[config.mk]
export PLATFORM = sky130hd
export DESIGN_NAME = c2r_queue
export DESIGN_NICKNAME = d
export VERILOG_FILES = /design/src/design/c2r_pkg.sv /design/src/design/c2r_queue.sv
export SDC_FILE = /design/constraint.sdc
export NUM_CORES = 1
export LEC_CHECK = 0
export ABC_AREA = 1
export BUFFER_PORTS_ARGS = -buffer_cell sky130_fd_sc_hd__buf_4
export CAP_MARGIN = 20
export CELL_PAD_IN_SITES_DETAIL_PLACEMENT = 2
export CELL_PAD_IN_SITES_GLOBAL_PLACEMENT = 2
export CORE_MARGIN = 2
export CORE_UTILIZATION = 40
export DETAILED_ROUTE_END_ITERATION = 10
export PLACE_DENSITY = 0.8
export SLEW_MARGIN = 40
export SYNTH_ARGS = -nofsm -noshare
export SYNTH_HDL_FRONTEND = slang
export SYNTH_SLANG_ARGS = --single-unit
[constraint.sdc]
create_clock -name clock -period 4 [get_ports clock]
set_input_delay 0.2 -clock clock [delete_from_list [all_inputs] [get_ports clock]]
set_output_delay 0.2 -clock clock [all_outputs]
set_load 0.005 [all_outputs]
[src/design/c2r_pkg.sv]
// ----------------------------------------------------------------------------
// c2r_pkg
// Shared types, codes and constants of the multi-channel convolution block.
// ----------------------------------------------------------------------------
package c2r_pkg;

   localparam int DEF_MAX_HEIGHT   = 64;
   localparam int DEF_MAX_WIDTH    = 64;
   localparam int DEF_MAX_CHANNELS = 16;
   localparam int DEF_MAX_KERNEL   = 7;
   localparam int DEF_MAX_MAPS     = 16;

   localparam int REQ_TDATA_W = 48;
   localparam int RSP_TDATA_W = 64;
   localparam int MODE_W      = 2;
   localparam int CSR_INDEX_W = 3;
   localparam int CSR_DATA_W  = 7;
   localparam int VALUE_W     = 16;
   localparam int PROD_W      = 32;
   localparam int SUM_W       = 48;
   localparam int CENTER_W    = 10;
   localparam int QUEUE_DEPTH = 4;
   localparam int MAX_STRIDE  = 8;

   localparam logic [MODE_W-1:0] MODE_LOAD_PIXEL  = 2'd0;
   localparam logic [MODE_W-1:0] MODE_LOAD_WEIGHT = 2'd1;
   localparam logic [MODE_W-1:0] MODE_COMPUTE     = 2'd2;

   typedef enum logic [CSR_INDEX_W-1:0] {
      REG_MAP_HEIGHT    = 3'd0,
      REG_MAP_WIDTH     = 3'd1,
      REG_CHANNEL_COUNT = 3'd2,
      REG_KERNEL_SIZE   = 3'd3,
      REG_STRIDE        = 3'd4,
      REG_PAD_ENABLE    = 3'd5,
      REG_RELU_ENABLE   = 3'd6
   } csr_index_type;

   typedef enum logic [1:0] {
      CMD_PIXEL  = 2'd0,
      CMD_WEIGHT = 2'd1,
      CMD_CONV   = 2'd2
   } cmd_kind_type;

   typedef struct packed {
      cmd_kind_type        kind;
      logic [3:0]          channel;
      logic [5:0]          row;
      logic [5:0]          col;
      logic [3:0]          out_map;
      logic [2:0]          tap_row;
      logic [2:0]          tap_col;
      logic [VALUE_W-1:0]  value;
      logic [6:0]          ci;
      logic [6:0]          cj;
   } cmd_type;

   typedef struct packed {
      logic [6:0] height;
      logic [6:0] width;
      logic [4:0] chans;
      logic [2:0] ksize;
      logic [1:0] half;
      logic       relu;
   } geom_type;

   typedef struct packed {
      logic busy;
      logic pop;
      logic feat_we;
      logic wgt_we;
   } back_stat_type;

endpackage

[src/design/c2r_queue.sv]
// ----------------------------------------------------------------------------
// c2r_queue
// Short command queue between the classifying front and the executing back.
// ----------------------------------------------------------------------------
module c2r_queue import c2r_pkg::*; (
   input  logic    clock,
   input  logic    reset,
   input  logic    push,
   input  cmd_type push_cmd,
   output logic    full,
   input  logic    pop,
   output logic    valid,
   output cmd_type head
);

   localparam int PTR_W = (QUEUE_DEPTH > 1) ? $clog2(QUEUE_DEPTH) : 1;
   localparam int CNT_W = $clog2(QUEUE_DEPTH + 1);

   cmd_type          slot_ff [QUEUE_DEPTH];
   logic [PTR_W-1:0] wr_ptr_ff, wr_ptr_in;
   logic [PTR_W-1:0] rd_ptr_ff, rd_ptr_in;
   logic [CNT_W-1:0] count_ff, count_in;
   logic             do_push, do_pop;

   assign full    = (count_ff == CNT_W'(QUEUE_DEPTH));
   assign valid   = (count_ff != '0);
   assign head    = slot_ff[rd_ptr_ff];
   assign do_push = push && !full;
   assign do_pop  = pop && valid;

   always_comb begin
      wr_ptr_in = wr_ptr_ff;
      rd_ptr_in = rd_ptr_ff;
      count_in  = count_ff;
      if (do_push) begin
         wr_ptr_in = (wr_ptr_ff == PTR_W'(QUEUE_DEPTH - 1)) ? '0 : wr_ptr_ff + 1'b1;
      end
      if (do_pop) begin
         rd_ptr_in = (rd_ptr_ff == PTR_W'(QUEUE_DEPTH - 1)) ? '0 : rd_ptr_ff + 1'b1;
      end
      if (do_push && !do_pop) begin
         count_in = count_ff + 1'b1;
      end else if (do_pop && !do_push) begin
         count_in = count_ff - 1'b1;
      end
   end

   always_ff @(posedge clock) begin
      if (reset) begin
         wr_ptr_ff <= '0;
         rd_ptr_ff <= '0;
         count_ff  <= '0;
      end else begin
         wr_ptr_ff <= wr_ptr_in;
         rd_ptr_ff <= rd_ptr_in;
         count_ff  <= count_in;
      end
      if (do_push) begin
         slot_ff[wr_ptr_ff] <= push_cmd;
      end
   end

endmodule

Yosys cells after proc, flatten, opt, wreduce, memory -nomap -nowiden
Memories as Yosys holds them, arrays and structs flattened. A register that Yosys moved wholly into a read port is not among the register bits. Index checks and enable logic that the tools add are counted.

Register bits: 7. RAM bits: 232. Bits of input ports: 62. Output and inout bits: 60. Logic and storage cells: 28. Memories kept: 1.

Memory list: slot_ff (words 4, width 58, rd ports 1, clocked after memory_dff 1, write ports 1, RTL line c2r_queue.sv:19) `cmd_type slot_ff [QUEUE_DEPTH];`.

Add/subtract/negate cells: 4. Equal/unequal tests: 3. Muxes and demuxes: 8. Reduce and logical (&&, ||, !) cells: 9.

Operators with widths (count): 2-to-1 mux 2 bit (4); 2-to-1 mux 3 bit (2); adder 2 x 1 -> 2 bit, second input constant (2); == test 2 bit, second input constant (2); logical AND 1 bit (4); adder 3 x 1 -> 3 bit, second input constant (1); == test 3 bit, second input constant (1); logical NOT 1 bit (3); nonzero test 3 bit (1); subtractor 3 x 1 -> 3 bit, second input constant (1); 2-to-1 mux 1 bit (2); nonzero test 2 bit (1).

Logic depth before layout (Yosys ltp)
Word-level depth: 7. Mapped depth: 13. Gate-level depth less buffers: 13.

Worst setup path before layout
OpenSTA, ideal clock, no wires.

Kind: flip-flop to flip-flop. From: reg count_ff[0]. To: mem slot_ff[0][0] (netlist name), enable pin. Setup time: 0.474 ns. Data arrival time: 3.122 ns. Data required time: 3.526 ns. Setup slack: 0.404 ns. Cell stages (with the launch flop): 5. Buffers on the path: 0. Clock period less this slack: 3.596 ns. Path through: dfxtp_1 -> nor2_1 -> nand2_1 -> nand2_1 -> nor2_1.

Longest elaborated chain between the ends: 5.

RTL lines: start: declaration (RTL line c2r_queue.sv:22) `logic [CNT_W-1:0] count_ff, count_in;`; start signal: assignment (RTL line c2r_queue.sv:56) `count_ff <= count_in;`; == test 3 bit (RTL line c2r_queue.sv:25) `assign full = (count_ff == CNT_W'(QUEUE_DEPTH));`; logical NOT 1 bit (RTL line c2r_queue.sv:28) `assign do_push = push && !full;`; logical AND 1 bit (RTL line c2r_queue.sv:28); 2-to-1 mux 1 bit (RTL line c2r_queue.sv:58) `if (do_push) begin`; 2-to-1 mux 1 bit (implied by the code) (RTL line c2r_queue.sv:59) `slot_ff[wr_ptr_ff] <= push_cmd;`; end: declaration (RTL line c2r_queue.sv:19).

Every way passes these cells.

==> impl_metrics.py <==
metrics = {
    "timing": {
        "setup_viol": 0,
        "relSlewSlack": 0.444,
        "fin_crit_ps": 2530,
        "finalCritPeriodShare": 0.633,
        "rsz0062_at_grt": "no",
        "drv_slew": 0,
        "fmax_mhz": 395,
        "finalHoldViolCount": 0,
        "worstMarginPinSlew_ps": 832,
        "fin_setup_tns_ps": 0,
        "worst_clock_skew_ps": 5.13,
    },
    "routing": {
        "vias": 5988,
        "final_antenna_net_count": 0,
        "viasPerCell": 5.39,
        "drcViolationCount": 0,
        "first_iter_violations": 416,
        "drtPass1Iterations": 6,
        "wl_per_cell_um": 24.8,
        "totalWireLength_mm": 27.5,
    },
    "status": {
        "outcome": "completed",
    },
    "worst_setup_path": {
        "crit_type": "register to output port",
        "crit_path_max_fanout": 116,
        "path_buf_inv": 2,
        "path_cells": "clkbuf_8 > o21ai_0 > o22ai_1 > buf_4",
        "crit_required_ps": 3800,
        "critPathTopFamily": "buffers and inverters",
        "cpMaxStageDelayCell": "clkbuf_8",
        "crit_arrival_ps": 2330,
        "startpoint_type": "register",
        "slowest_delay_ps": 620,
        "crit_path_end_kind": "output port",
    },
    "grt": {
        "antenna_found_initial": 0,
        "grt_pass1_vias": 6723,
        "grt_use_met3": 0.0312,
        "grt_pass1_wl_mm": 41.3,
        "grt_overflow": 0,
        "met1_usage": 0.293,
        "grtUsageMet2": 0.407,
        "top_usage_layer": "met2",
        "grt_max_degree": 117,
        "grt_usage": 0.227,
    },
    "yosys": {
        "syn_area_um2": 9170,
        "synth_edf_count": 232,
        "synth.distinct_cells": 28,
        "synthCells": 631,
        "synthTopCellsByArea": "edfxtp_1 76%, o21ai_0 6.1%, nor2_1 5.0%",
        "synthArstFlopShare": 0,
        "synth_fp_nets": 700,
        "synth_top_area_share": 0.760,
        "synth_top_flop_cell": "edfxtp_1",
        "synth_common_cells": "232 x edfxtp_1, 123 x nor2_1, 111 x o21ai_0",
        "yosys_warnings": 0,
        "synth.most_common_cell": "edfxtp_1",
        "syn_avg_cell_area_um2": 14.5,
        "synth.largest_area_cell": "edfxtp_1",
        "yosysSeqAreaShare": 0.779,
        "yosys_register_bits": 241,
    },
    "place": {
        "globalplace.congestion": 0.736,
        "portBuffers": 121,
        "dp_hpwl_mm": 15.6,
    },
    "clock_network": {
        "cts-htree-levels": 1,
        "root_buffer": "clkbuf_16",
        "post_cts_buffers": 0,
        "clkSlewWorstSetupHoldPaths_ps": 60,
        "cts_tree": "yes",
        "ctsLongestPathBuffers": 3,
        "numCtsBuffers": 25,
        "clk_latency_ps": 510,
        "cts_sinks": 241,
    },
    "finish": {
        "fin_nets": 879,
        "regArea_um2": 7150,
        "antenna_cells": 0,
        "nFillCells": 2094,
        "area_growth_pct": 27.3,
        "multiInputGateArea_um2": 1710,
        "utilization": 0.517,
        "drive_gt1_frac": 0.218,
    },
    "pwr": {
        "leakagePower_nw": 4.13,
        "powerDensity_nw_per_um2": 653,
        "ir_worst_vdd_mv": 0.375,
    },
    "floorplanning": {
        "coreArea_um2": 22600,
        "die_x_um": 155,
        "die_area_um2": 24100,
        "ioPinCount": 122,
        "rows": 55,
        "start_util": 0.406,
        "die_h_um": 155,
    },
    "flow_run": {
        "cap_violations": 0,
    },
    "min_path": {
        "hold_path.class": "primary input to register",
    },
}
## through the flow
stage	setup slack [ps]	cells	instance area [um^2]	power [mW]	hold slack, ps
detailed placement	1620	1007	10300	5.43	389
global route	1360	1111	11700	8.00	83.1
global placement	1670	1006	10300	5.23	378
finish	1470	1111	11700	7.62	66.0
floorplan	404	631	9170	4.35	272
CTS	1400	1110	11600	7.66	43.1
## power by group
part           internal, mW  switching (mW)
combinational         0.893            1.37
sequential             3.08           0.109
clock                  1.21           0.948
## metal layers
layer  share of wire  wire length, um
met5               0                0
met3           0.042             1150
met1            0.42            11500
met2            0.52            14400
met4           0.016              431
## worst paths after layout
check,start,endpoint,slack [ps],cells past startpoint
worst min-delay path,pop,register,70,3
worst min register to register,count_ff[1],count_ff[1],550,2
worst max register to register,count_ff[0],slot_ff[3][35],1650,5
worst max-delay path,register,head[49],1470,4
## cell families after synthesis
kind of cell | synth area share
fa+ha+maj | 0.0104
flops | 0.779
simple gates | 0.0658
buf+inv | 0.0375
compound gates | 0.106
xor+xnor | 0.000955
## state kept, by name, indices dropped and copies added (netlist names), named ones only
name and flops:
count_ff 3, rd_ptr_ff 2, slot_ff 232, wr_ptr_ff 2
## layout by cell type, fill, tap and decap left out, drive strengths merged
cell type	Yosys	final
nand3	1	1
fa	1	1
inv	17	17
ha	6	6
dlygate4sd3	0	60
nand4	1	1
edfxtp	232	232
buf	18	128
nand3b	2	2
xor2	1	1
nor2	133	133
o21ai	117	117
o22ai	58	58
dfxtp	9	9
bufinv	0	1
nand2	14	14
clkbuf	19	35
clkinv	0	8
a21oi	2	2
## worst min-delay path, delay by kind of cell
family | cells | cell delay, ps
buf+inv | 1 | 110
simple gates | 1 | 140
compound gates | 1 | 90
## repair_timing
item	CTS	global route
gates resized for setup	0	0
endpoints found under the hold margin	234	0
hold buffers	60	0
## cell type report
type                       count  area share
sequential                   241       0.613
multi-input combinational    336       0.146
timing repair buffer         189       0.142
clock buffer                  34      0.0565
tap                          285      0.0306
inverter                      17     0.00633
clock inverter                 9     0.00568
Power figures use the tool's default switching activity.
