<file path="config.mk">
export PLATFORM = sky130hd
export DESIGN_NAME = c2r_front
export DESIGN_NICKNAME = d
export VERILOG_FILES = /design/src/design/c2r_pkg.sv /design/src/design/c2r_front.sv
export SDC_FILE = /design/constraint.sdc
export NUM_CORES = 1
export LEC_CHECK = 0
export ABC_CLOCK_PERIOD_IN_PS = 6240
export BUFFER_PORTS_ARGS = -buffer_cell sky130_fd_sc_hd__buf_2
export CAP_MARGIN = 20
export CORE_ASPECT_RATIO = 1.2
export CORE_UTILIZATION = 35
export DETAILED_ROUTE_END_ITERATION = 16
export SETUP_SLACK_MARGIN = 0.2
export SLEW_MARGIN = 5
export SYNTH_ARGS = -nofsm -noshare
export SYNTH_HDL_FRONTEND = slang
export SYNTH_SLANG_ARGS = --single-unit
</file>
<file path="constraint.sdc">
create_clock -name clock -period 6.24 [get_ports clock]
set_input_delay 1.248 -clock clock [delete_from_list [all_inputs] [get_ports clock]]
set_output_delay 1.248 -clock clock [all_outputs]
set_load 0.05 [all_outputs]
</file>
<file path="src/design/c2r_pkg.sv">
// ----------------------------------------------------------------------------
// c2r_pkg
// Shared types, codes and constants of the multi-channel convolution block.
// ----------------------------------------------------------------------------
package c2r_pkg;

   localparam int DEF_MAX_HEIGHT   = 64;
   localparam int DEF_MAX_WIDTH    = 64;
   localparam int DEF_MAX_CHANNELS = 16;
   localparam int DEF_MAX_KERNEL   = 7;
   localparam int DEF_MAX_MAPS     = 16;

   localparam int REQ_TDATA_W = 48;
   localparam int RSP_TDATA_W = 64;
   localparam int MODE_W      = 2;
   localparam int CSR_INDEX_W = 3;
   localparam int CSR_DATA_W  = 7;
   localparam int VALUE_W     = 16;
   localparam int PROD_W      = 32;
   localparam int SUM_W       = 48;
   localparam int CENTER_W    = 10;
   localparam int QUEUE_DEPTH = 4;
   localparam int MAX_STRIDE  = 8;

   localparam logic [MODE_W-1:0] MODE_LOAD_PIXEL  = 2'd0;
   localparam logic [MODE_W-1:0] MODE_LOAD_WEIGHT = 2'd1;
   localparam logic [MODE_W-1:0] MODE_COMPUTE     = 2'd2;

   typedef enum logic [CSR_INDEX_W-1:0] {
      REG_MAP_HEIGHT    = 3'd0,
      REG_MAP_WIDTH     = 3'd1,
      REG_CHANNEL_COUNT = 3'd2,
      REG_KERNEL_SIZE   = 3'd3,
      REG_STRIDE        = 3'd4,
      REG_PAD_ENABLE    = 3'd5,
      REG_RELU_ENABLE   = 3'd6
   } csr_index_type;

   typedef enum logic [1:0] {
      CMD_PIXEL  = 2'd0,
      CMD_WEIGHT = 2'd1,
      CMD_CONV   = 2'd2
   } cmd_kind_type;

   typedef struct packed {
      cmd_kind_type        kind;
      logic [3:0]          channel;
      logic [5:0]          row;
      logic [5:0]          col;
      logic [3:0]          out_map;
      logic [2:0]          tap_row;
      logic [2:0]          tap_col;
      logic [VALUE_W-1:0]  value;
      logic [6:0]          ci;
      logic [6:0]          cj;
   } cmd_type;

   typedef struct packed {
      logic [6:0] height;
      logic [6:0] width;
      logic [4:0] chans;
      logic [2:0] ksize;
      logic [1:0] half;
      logic       relu;
   } geom_type;

   typedef struct packed {
      logic busy;
      logic pop;
      logic feat_we;
      logic wgt_we;
   } back_stat_type;

endpackage

</file>
<file path="src/design/c2r_front.sv">
// ----------------------------------------------------------------------------
// c2r_front
// Control registers, request intake and classification: range-checks loads,
// places the window centre and drops compute requests that give no result.
// ----------------------------------------------------------------------------
module c2r_front import c2r_pkg::*; #(
   parameter int MAX_HEIGHT   = DEF_MAX_HEIGHT,
   parameter int MAX_WIDTH    = DEF_MAX_WIDTH,
   parameter int MAX_CHANNELS = DEF_MAX_CHANNELS,
   parameter int MAX_KERNEL   = DEF_MAX_KERNEL,
   parameter int MAX_MAPS     = DEF_MAX_MAPS
) (
   input  logic                   clock,
   input  logic                   reset,
   input  logic                   req_tvalid,
   output logic                   req_tready,
   input  logic [MODE_W-1:0]      req_tuser,
   input  logic [REQ_TDATA_W-1:0] req_tdata,
   input  logic                   csr_we,
   input  logic [CSR_INDEX_W-1:0] csr_index,
   input  logic [CSR_DATA_W-1:0]  csr_wdata,
   input  logic                   q_full,
   output logic                   q_push,
   output cmd_type                q_cmd,
   output geom_type               geom
);

   logic [6:0] height_ff, height_in;
   logic [6:0] width_ff, width_in;
   logic [4:0] chans_ff, chans_in;
   logic [2:0] ksize_ff, ksize_in;
   logic [3:0] stride_ff, stride_in;
   logic       pad_ff, pad_in;
   logic       relu_ff, relu_in;

   logic [3:0]          f_channel;
   logic [5:0]          f_row;
   logic [5:0]          f_col;
   logic [3:0]          f_map;
   logic [2:0]          f_tap_row;
   logic [2:0]          f_tap_col;
   logic [VALUE_W-1:0]  f_value;
   logic [3:0]          stride_c;
   logic [CENTER_W-1:0] ci_full, cj_full;
   logic                centre_ok, border, keep;
   cmd_kind_type        kind;

   assign f_channel = req_tdata[3:0];
   assign f_row     = req_tdata[9:4];
   assign f_col     = req_tdata[15:10];
   assign f_map     = req_tdata[19:16];
   assign f_tap_row = req_tdata[22:20];
   assign f_tap_col = req_tdata[25:23];
   assign f_value   = req_tdata[41:26];

   always_comb begin
      height_in = height_ff;
      width_in  = width_ff;
      chans_in  = chans_ff;
      ksize_in  = ksize_ff;
      stride_in = stride_ff;
      pad_in    = pad_ff;
      relu_in   = relu_ff;
      if (csr_we) begin
         case (csr_index)
            REG_MAP_HEIGHT:    height_in = csr_wdata[6:0];
            REG_MAP_WIDTH:     width_in  = csr_wdata[6:0];
            REG_CHANNEL_COUNT: chans_in  = csr_wdata[4:0];
            REG_KERNEL_SIZE:   ksize_in  = csr_wdata[2:0];
            REG_STRIDE:        stride_in = csr_wdata[3:0];
            REG_PAD_ENABLE:    pad_in    = csr_wdata[0];
            REG_RELU_ENABLE:   relu_in   = csr_wdata[0];
            default: ;
         endcase
      end
   end

   always_ff @(posedge clock) begin
      if (reset) begin
         height_ff <= 7'd64;
         width_ff  <= 7'd64;
         chans_ff  <= 5'd1;
         ksize_ff  <= 3'd3;
         stride_ff <= 4'd1;
         pad_ff    <= 1'b1;
         relu_ff   <= 1'b1;
      end else begin
         height_ff <= height_in;
         width_ff  <= width_in;
         chans_ff  <= chans_in;
         ksize_ff  <= ksize_in;
         stride_ff <= stride_in;
         pad_ff    <= pad_in;
         relu_ff   <= relu_in;
      end
   end

   // saturate register values to the supported ranges
   always_comb begin
      geom.height = (height_ff == '0) ? 7'd1 :
                    (int'(height_ff) > MAX_HEIGHT) ? 7'(MAX_HEIGHT) : height_ff;
      geom.width  = (width_ff == '0) ? 7'd1 :
                    (int'(width_ff) > MAX_WIDTH) ? 7'(MAX_WIDTH) : width_ff;
      geom.chans  = (chans_ff == '0) ? 5'd1 :
                    (int'(chans_ff) > MAX_CHANNELS) ? 5'(MAX_CHANNELS) : chans_ff;
      geom.ksize  = (ksize_ff == '0) ? 3'd1 :
                    (int'(ksize_ff) > MAX_KERNEL) ? 3'(MAX_KERNEL) : ksize_ff;
      geom.half   = geom.ksize[2:1];
      geom.relu   = relu_ff;
      stride_c    = (stride_ff == '0) ? 4'd1 :
                    (int'(stride_ff) > MAX_STRIDE) ? 4'(MAX_STRIDE) : stride_ff;
   end

   always_comb begin
      ci_full   = CENTER_W'(f_row) * CENTER_W'(stride_c);
      cj_full   = CENTER_W'(f_col) * CENTER_W'(stride_c);
      centre_ok = (ci_full < CENTER_W'(geom.height)) && (cj_full < CENTER_W'(geom.width));
      border    = (ci_full < CENTER_W'(geom.half)) || (cj_full < CENTER_W'(geom.half)) ||
                  (ci_full + CENTER_W'(geom.half) >= CENTER_W'(geom.height)) ||
                  (cj_full + CENTER_W'(geom.half) >= CENTER_W'(geom.width));
      keep = 1'b0;
      kind = CMD_CONV;
      case (req_tuser)
         MODE_LOAD_PIXEL: begin
            kind = CMD_PIXEL;
            keep = (int'(f_channel) < MAX_CHANNELS) && (int'(f_row) < MAX_HEIGHT) &&
                   (int'(f_col) < MAX_WIDTH);
         end
         MODE_LOAD_WEIGHT: begin
            kind = CMD_WEIGHT;
            keep = (int'(f_map) < MAX_MAPS) && (int'(f_channel) < MAX_CHANNELS) &&
                   (int'(f_tap_row) < MAX_KERNEL) && (int'(f_tap_col) < MAX_KERNEL);
         end
         MODE_COMPUTE: begin
            kind = CMD_CONV;
            keep = (int'(f_map) < MAX_MAPS) && centre_ok && (!border || pad_ff);
         end
         default: keep = 1'b0;
      endcase
   end

   always_comb begin
      q_cmd.kind    = kind;
      q_cmd.channel = f_channel;
      q_cmd.row     = f_row;
      q_cmd.col     = f_col;
      q_cmd.out_map = f_map;
      q_cmd.tap_row = f_tap_row;
      q_cmd.tap_col = f_tap_col;
      q_cmd.value   = f_value;
      q_cmd.ci      = ci_full[6:0];
      q_cmd.cj      = cj_full[6:0];
   end

   assign req_tready = !q_full;
   assign q_push     = req_tvalid && !q_full && keep;

endmodule

</file>
# --- Yosys cells after proc, flatten, opt, wreduce, memory -nomap -nowiden ---
# Index checks and enable logic that the tools add are counted.
totals:
  register_bits: 28
  input_bits: 65
  output_inout_bits: 85
  wordCells: 67
op_classes:
  add_sub_neg: 2
  multipliers: 2
  order_cmp: 12
  n_eq_ne: 8
  mux: 11
  reduce_logical: 25
ops:
  columns: ["op", "n"]
  rows:
  - ["7-bit 2-to-1 mux", 4]
  - ["10-bit by 2-bit adder with 10-bit output", 2]
  - ["10-bit by 7-bit greater-or-equal comparator with 1-bit output", 2]
  - ["10-bit by 2-bit less-than comparator with 1-bit output", 2]
  - ["10-bit by 7-bit less-than comparator with 1-bit output", 2]
  - ["6-bit by 4-bit multiplier with 10-bit output", 2]
  - ["7-bit > comparator, second input constant", 2]
  - ["7-bit zero test", 2]
  - ["2-bit AND reduction", 7]
  - ["5-bit 2-to-1 mux", 2]
  - ["3-bit equality test, second input constant", 3]
  - ["4-bit 2-to-1 mux", 2]
  - ["3-bit by 2-bit equality test with 1-bit output, second input constant", 2]
  - ["3-bit zero test", 2]
  - ["3-bit less-than comparator, second input constant", 2]
  - ["5-bit > comparator, second input constant", 1]
  - ["1-bit logical AND", 5]
  - ["5-bit zero test", 1]
  - ["4-bit > comparator, second input constant", 1]
  - ["4-bit zero test", 1]
  - ["1-bit logical OR", 4]
  - ["2-bit case mux with 2 select lines", 1]
  - ["3-bit by 1-bit equality test with 1-bit output, second input constant", 1]
  - ["3-bit 2-to-1 mux", 1]
  - ["other kinds (5)", 6]

# --- Logic depth before layout (Yosys ltp) ---
depth:
  word_depth: 13
  ltp_mapped: 21
  ltp_nobuf: 20

# --- Worst setup path after synthesis ---
# OpenSTA, ideal clock, no wires.
synth_path:
  path_kind: "input-to-output"
  from: "input port req_tdata[10]"
  to: "output port q_push"
  arrival_ns: 6.188
  required_time_ns: 4.992
  slack_ns: -1.196
  cell_stages: 16
  path_buffers: 0
  cell_sequence: "nand2_1 > fa_1 > inv_1 > fa_1 > inv_1 > fa_1 > xnor2_1 > nand4_1 > xnor2_1 > ha_1 > a21o_1 > a21oi_1 > o21ai_0 > a21oi_1 > o2111ai_1 > a221oi_2"
synth_rtl:
  columns: ["item", "line_no", "text"]
  rows:
  - ["start, declared", "c2r_front.sv:18", "input logic [REQ_TDATA_W-1:0] req_tdata,"]
  - ["end, declared", "c2r_front.sv:23", "output logic q_push,"]

# --- Final worst setup path ---
layout_path:
  from: "input port req_tdata[4]"
  to: "output port q_push"
layout_between:
  elab_chain_len: 10
  word_cells_on_any_way: 14
  classes_between: "add/sub: 1; mul: 1; order compare: 3; mux: 1; reduce/logical: 8"
layout_lines:
  columns: ["item", "line_no", "text"]
  rows:
  - ["6-bit by 4-bit multiplier with 10-bit output (*)", "c2r_front.sv:115", "ci_full = CENTER_W'(f_row) * CENTER_W'(stride_c);"]
  - ["10-bit by 2-bit adder with 10-bit output / 10-bit by 2-bit less-than comparator with 1-bit output (equally long branches)", "c2r_front.sv:119, c2r_front.sv:118", null]
  - ["10-bit by 7-bit greater-or-equal comparator with 1-bit output / 1-bit logical OR (equally long branches)", "c2r_front.sv:119, c2r_front.sv:118", null]
  - ["1-bit logical OR", "c2r_front.sv:118", "border = (ci_full < CENTER_W'(geom.half)) || (cj_full < CENTER_W'(geom.half)) ||"]
  - ["1-bit logical OR", "c2r_front.sv:119", "(ci_full + CENTER_W'(geom.half) >= CENTER_W'(geom.height)) ||"]
  - ["1-bit zero test", "c2r_front.sv:136", "keep = (int'(f_map) < MAX_MAPS) && centre_ok && (!border || pad_ff);"]
  - ["1-bit logical OR", "c2r_front.sv:136", null]
  - ["1-bit logical AND (*)", "c2r_front.sv:136", null]
  - ["1-bit case mux with 3 select lines (*)", "c2r_front.sv:123", "case (req_tuser)"]
  - ["1-bit logical AND (*)", "c2r_front.sv:156", "assign q_push = req_tvalid && !q_full && keep;"]
# Every way passes the cells marked *; elsewhere a longest branch is shown, timed or not.

==> results.toml <==
[outcome]
outcome = "complete, but fails checks"
violations = "setup timing"

[detailed_routing]
drt_iter0_markers = 87
drtAntennaViolNets = 0
avgRoutedWirePerCell_um = 13.6
wl_met3_um = 307
dr.pass1.iters = 4
wl_met2_um = 5240
via_count = 3716
topRoutingLayerUsed = "met4"
wirelength_um = 10500
drc = 0
drt-met1-wl_um = 4560
viasPerCell = 4.82

[worst_setup_path]
cp_common_cell = "buf_6"
cp.required_ps = 4990
reg2reg_depth = 2
setup.worst_path.end_class = "output port"
path_buf_inv = 5
critPathMaxStageDelay_ps = 580
critPathKind = "primary input to output port"
worstReg2RegStart = "height_ff[6]"
critical-path-top-delay-family = "adder cells"
rrSetupSlack_ps = 5360
arrival_ps = 5110
worst_r2r_endpoint = "height_ff[6]"
cp_slowest_cell = "fa_2"
path_cells = "buf_6, and2_4, fa_1, inv_1, fa_1, inv_2, fa_2, nand2_4, buf_6, nor2_4, nor2_1, nor2_1, ha_1, a21o_1, a21oi_2, o21ai_2, a21oi_2, o2111ai_2, a221oi_4, buf_6"
cp_max_fo = 2
crit_path_start_kind = "primary input"

[placement]
place_congestion = 0.815
placed_area_um2 = 4910
pre_cts_ws_ps = -413
dp_hpwl_um = 8670
port_buffers = 95

[clock_tree]
cts_made_buffers = 3
clkLatencyLatePin_ps = 260
clk_pin_slew_ps = 60
cts_tree = "done"
hold_buffers = 0
cts_buffer_depth = 2
cts-htree-levels = 1
clock-sinks = 28
root_buffer = "clkbuf_16"

[logic_synthesis]
netlist_area_um2 = 4150
synth_edf_count = 0
yosysUniqueCellTypes = 56
synth_area_per_cell_um2 = 8.02
async_flop_share = 0
postSynthNetCount = 662
synthFlopType = "dfxtp_1"
synth-seq-area-share = 0.135
syn_inst = 517
synth_seq_cells = 28
yosys_warnings = 0

[cells_and_area]
fin_nets = 760
regArea_um2 = 561
multi_input_area_um2 = 3290
syn2layout_area_growth_pct = 27.3
diodes = 0
final_common_cell = "buf_2"
mostFrequentLayoutCells = "buf_2 (90), buf_4 (57), ha_1 (54)"
drive_gt1_frac = 0.350
design_area_um2 = 5280
fillers = 1144
finish.utilization = 0.457

[die]
rows = 43
core_um2 = 11600
die_h_um = 121
chipWidth_um = 101
die_area_um2 = 12300
initial_core_util = 0.359
pin_count = 150

[grt]
grt_max_degree = 27
antenna_found_initial = 0
grt_usage = 0.177
grt_pass1_wl_um = 17400
gr-total-overflow = 0
grt_pass1_vias = 3810

[sta]
timing.final.crit_share = 1.02
period_needed_ps = 6360
rsz0062_at_grt = "true"
slew-limit-headroom = 0.495
drv_slew = 0
fmax_mhz = 157
tightestPinTransition_ps = 752
fin_skew_ps = 0
layout_setup_ws_ps = -119
hold_violations = 0
setup_violations = 1
whs_ps = 458

[power]
power.total_mw = 0.673
p_leak_nw = 2.69
peakVddDrop_mv = 0.138
power.density_nw_per_um2 = 127

[worst_hold_path]
hp-start = "relu_ff"
min_to = "relu_ff"
hold_class = "flip-flop to flip-flop"
hold_depth = 1

[flow_run]
maxCapViolCount = 0
==> state kept, by name, indices dropped and copies added (netlist names) <==
signal,count
pad_ff,1
ksize_ff,3
chans_ff,5
width_ff,7
stride_ff,4
height_ff,7
relu_ff,1
==> final cells by class <==
cell class | instances | area share
Clock buffer | 4 | 0.0168
Inverter | 57 | 0.0412
Multi-Input combinational cell | 374 | 0.623
Sequential cell | 28 | 0.106
Tap cell | 157 | 0.0372
Timing Repair Buffer | 151 | 0.176
==> report_power, final <==
group	leakage (nW)	internal, mW	switching, mW	total [mW]
Combinational	2.42	0.131	0.199	0.330
Clock	0.0442	0.0981	0.0575	0.156
Sequential	0.227	0.183	0.00421	0.187
==> worst register-to-register path, cell delays in order (launching register included) <==
cell and delay (ps):
dfxtp_1 330, inv_1 250, o211ai_1 150
==> layer usage <==
layer | global-route usage | vias to the layer above
met3 | 0.0132 | 22
met5 | 0 | -
met2 | 0.324 | 84
met1 | 0.214 | 1717
met4 | 0.0661 | 0
li1 | - | 1893
==> cells by family (layout without fill, tap and decap cells) <==
family,after synthesis,in the layout,share of synthesized area
simple gates,183,183,0.228
buf+inv,115,212,0.145
fa+ha+maj,80,80,0.274
compound gates,75,75,0.136
flops,28,28,0.135
mux,21,21,0.0507
xor+xnor,15,15,0.0317
==> cell usage after synthesis (10+ instances only) <==
library cell / n / share of area
ha_1: 62 / 0.19
inv_1: 57 / 0.052
nor2_1: 47 / 0.043
buf_4: 45 / 0.081
and2_1: 38 / 0.057
nand2_1: 37 / 0.033
dfxtp_1: 28 / 0.14
mux2i_1: 21 / 0.051
fa_1: 18 / 0.087
a21oi_1: 17 / 0.021
clkbuf_1: 13 / 0.012
nor2b_1: 13 / 0.020
xnor2_1: 12 / 0.025
nand3_1: 10 / 0.012
==> stage by stage <==
stage | cells | setup TNS (ps)
5_1_grt | 771 | -348
2_1_floorplan | 517 | -141
6_report | 771 | -119
3_3_place_gp | 758 | -357
3_5_place_dp | 758 | -413
4_1_cts | 770 | -106
==> worst max-delay path by stage <==
stage	from	to	cells past startpoint	slack (ps)
after floorplan	req_tdata[6]	q_push	18	-140
after global placement	req_tdata[5]	q_push	18	-360
after detailed placement	req_tdata[5]	q_push	18	-410
after CTS	req_tdata[4]	q_push	20	-110
after global routing	req_tdata[13]	q_push	18	-350
final	req_tdata[4]	q_push	20	-120
==> repair_timing <==
item,in CTS,in global routing
resized for setup,34,12
gates cloned,0,0
pin swaps,31,11
setup endpoints to repair,1,1
buffers inserted,8,1
(Power assumes the default switching activity.)
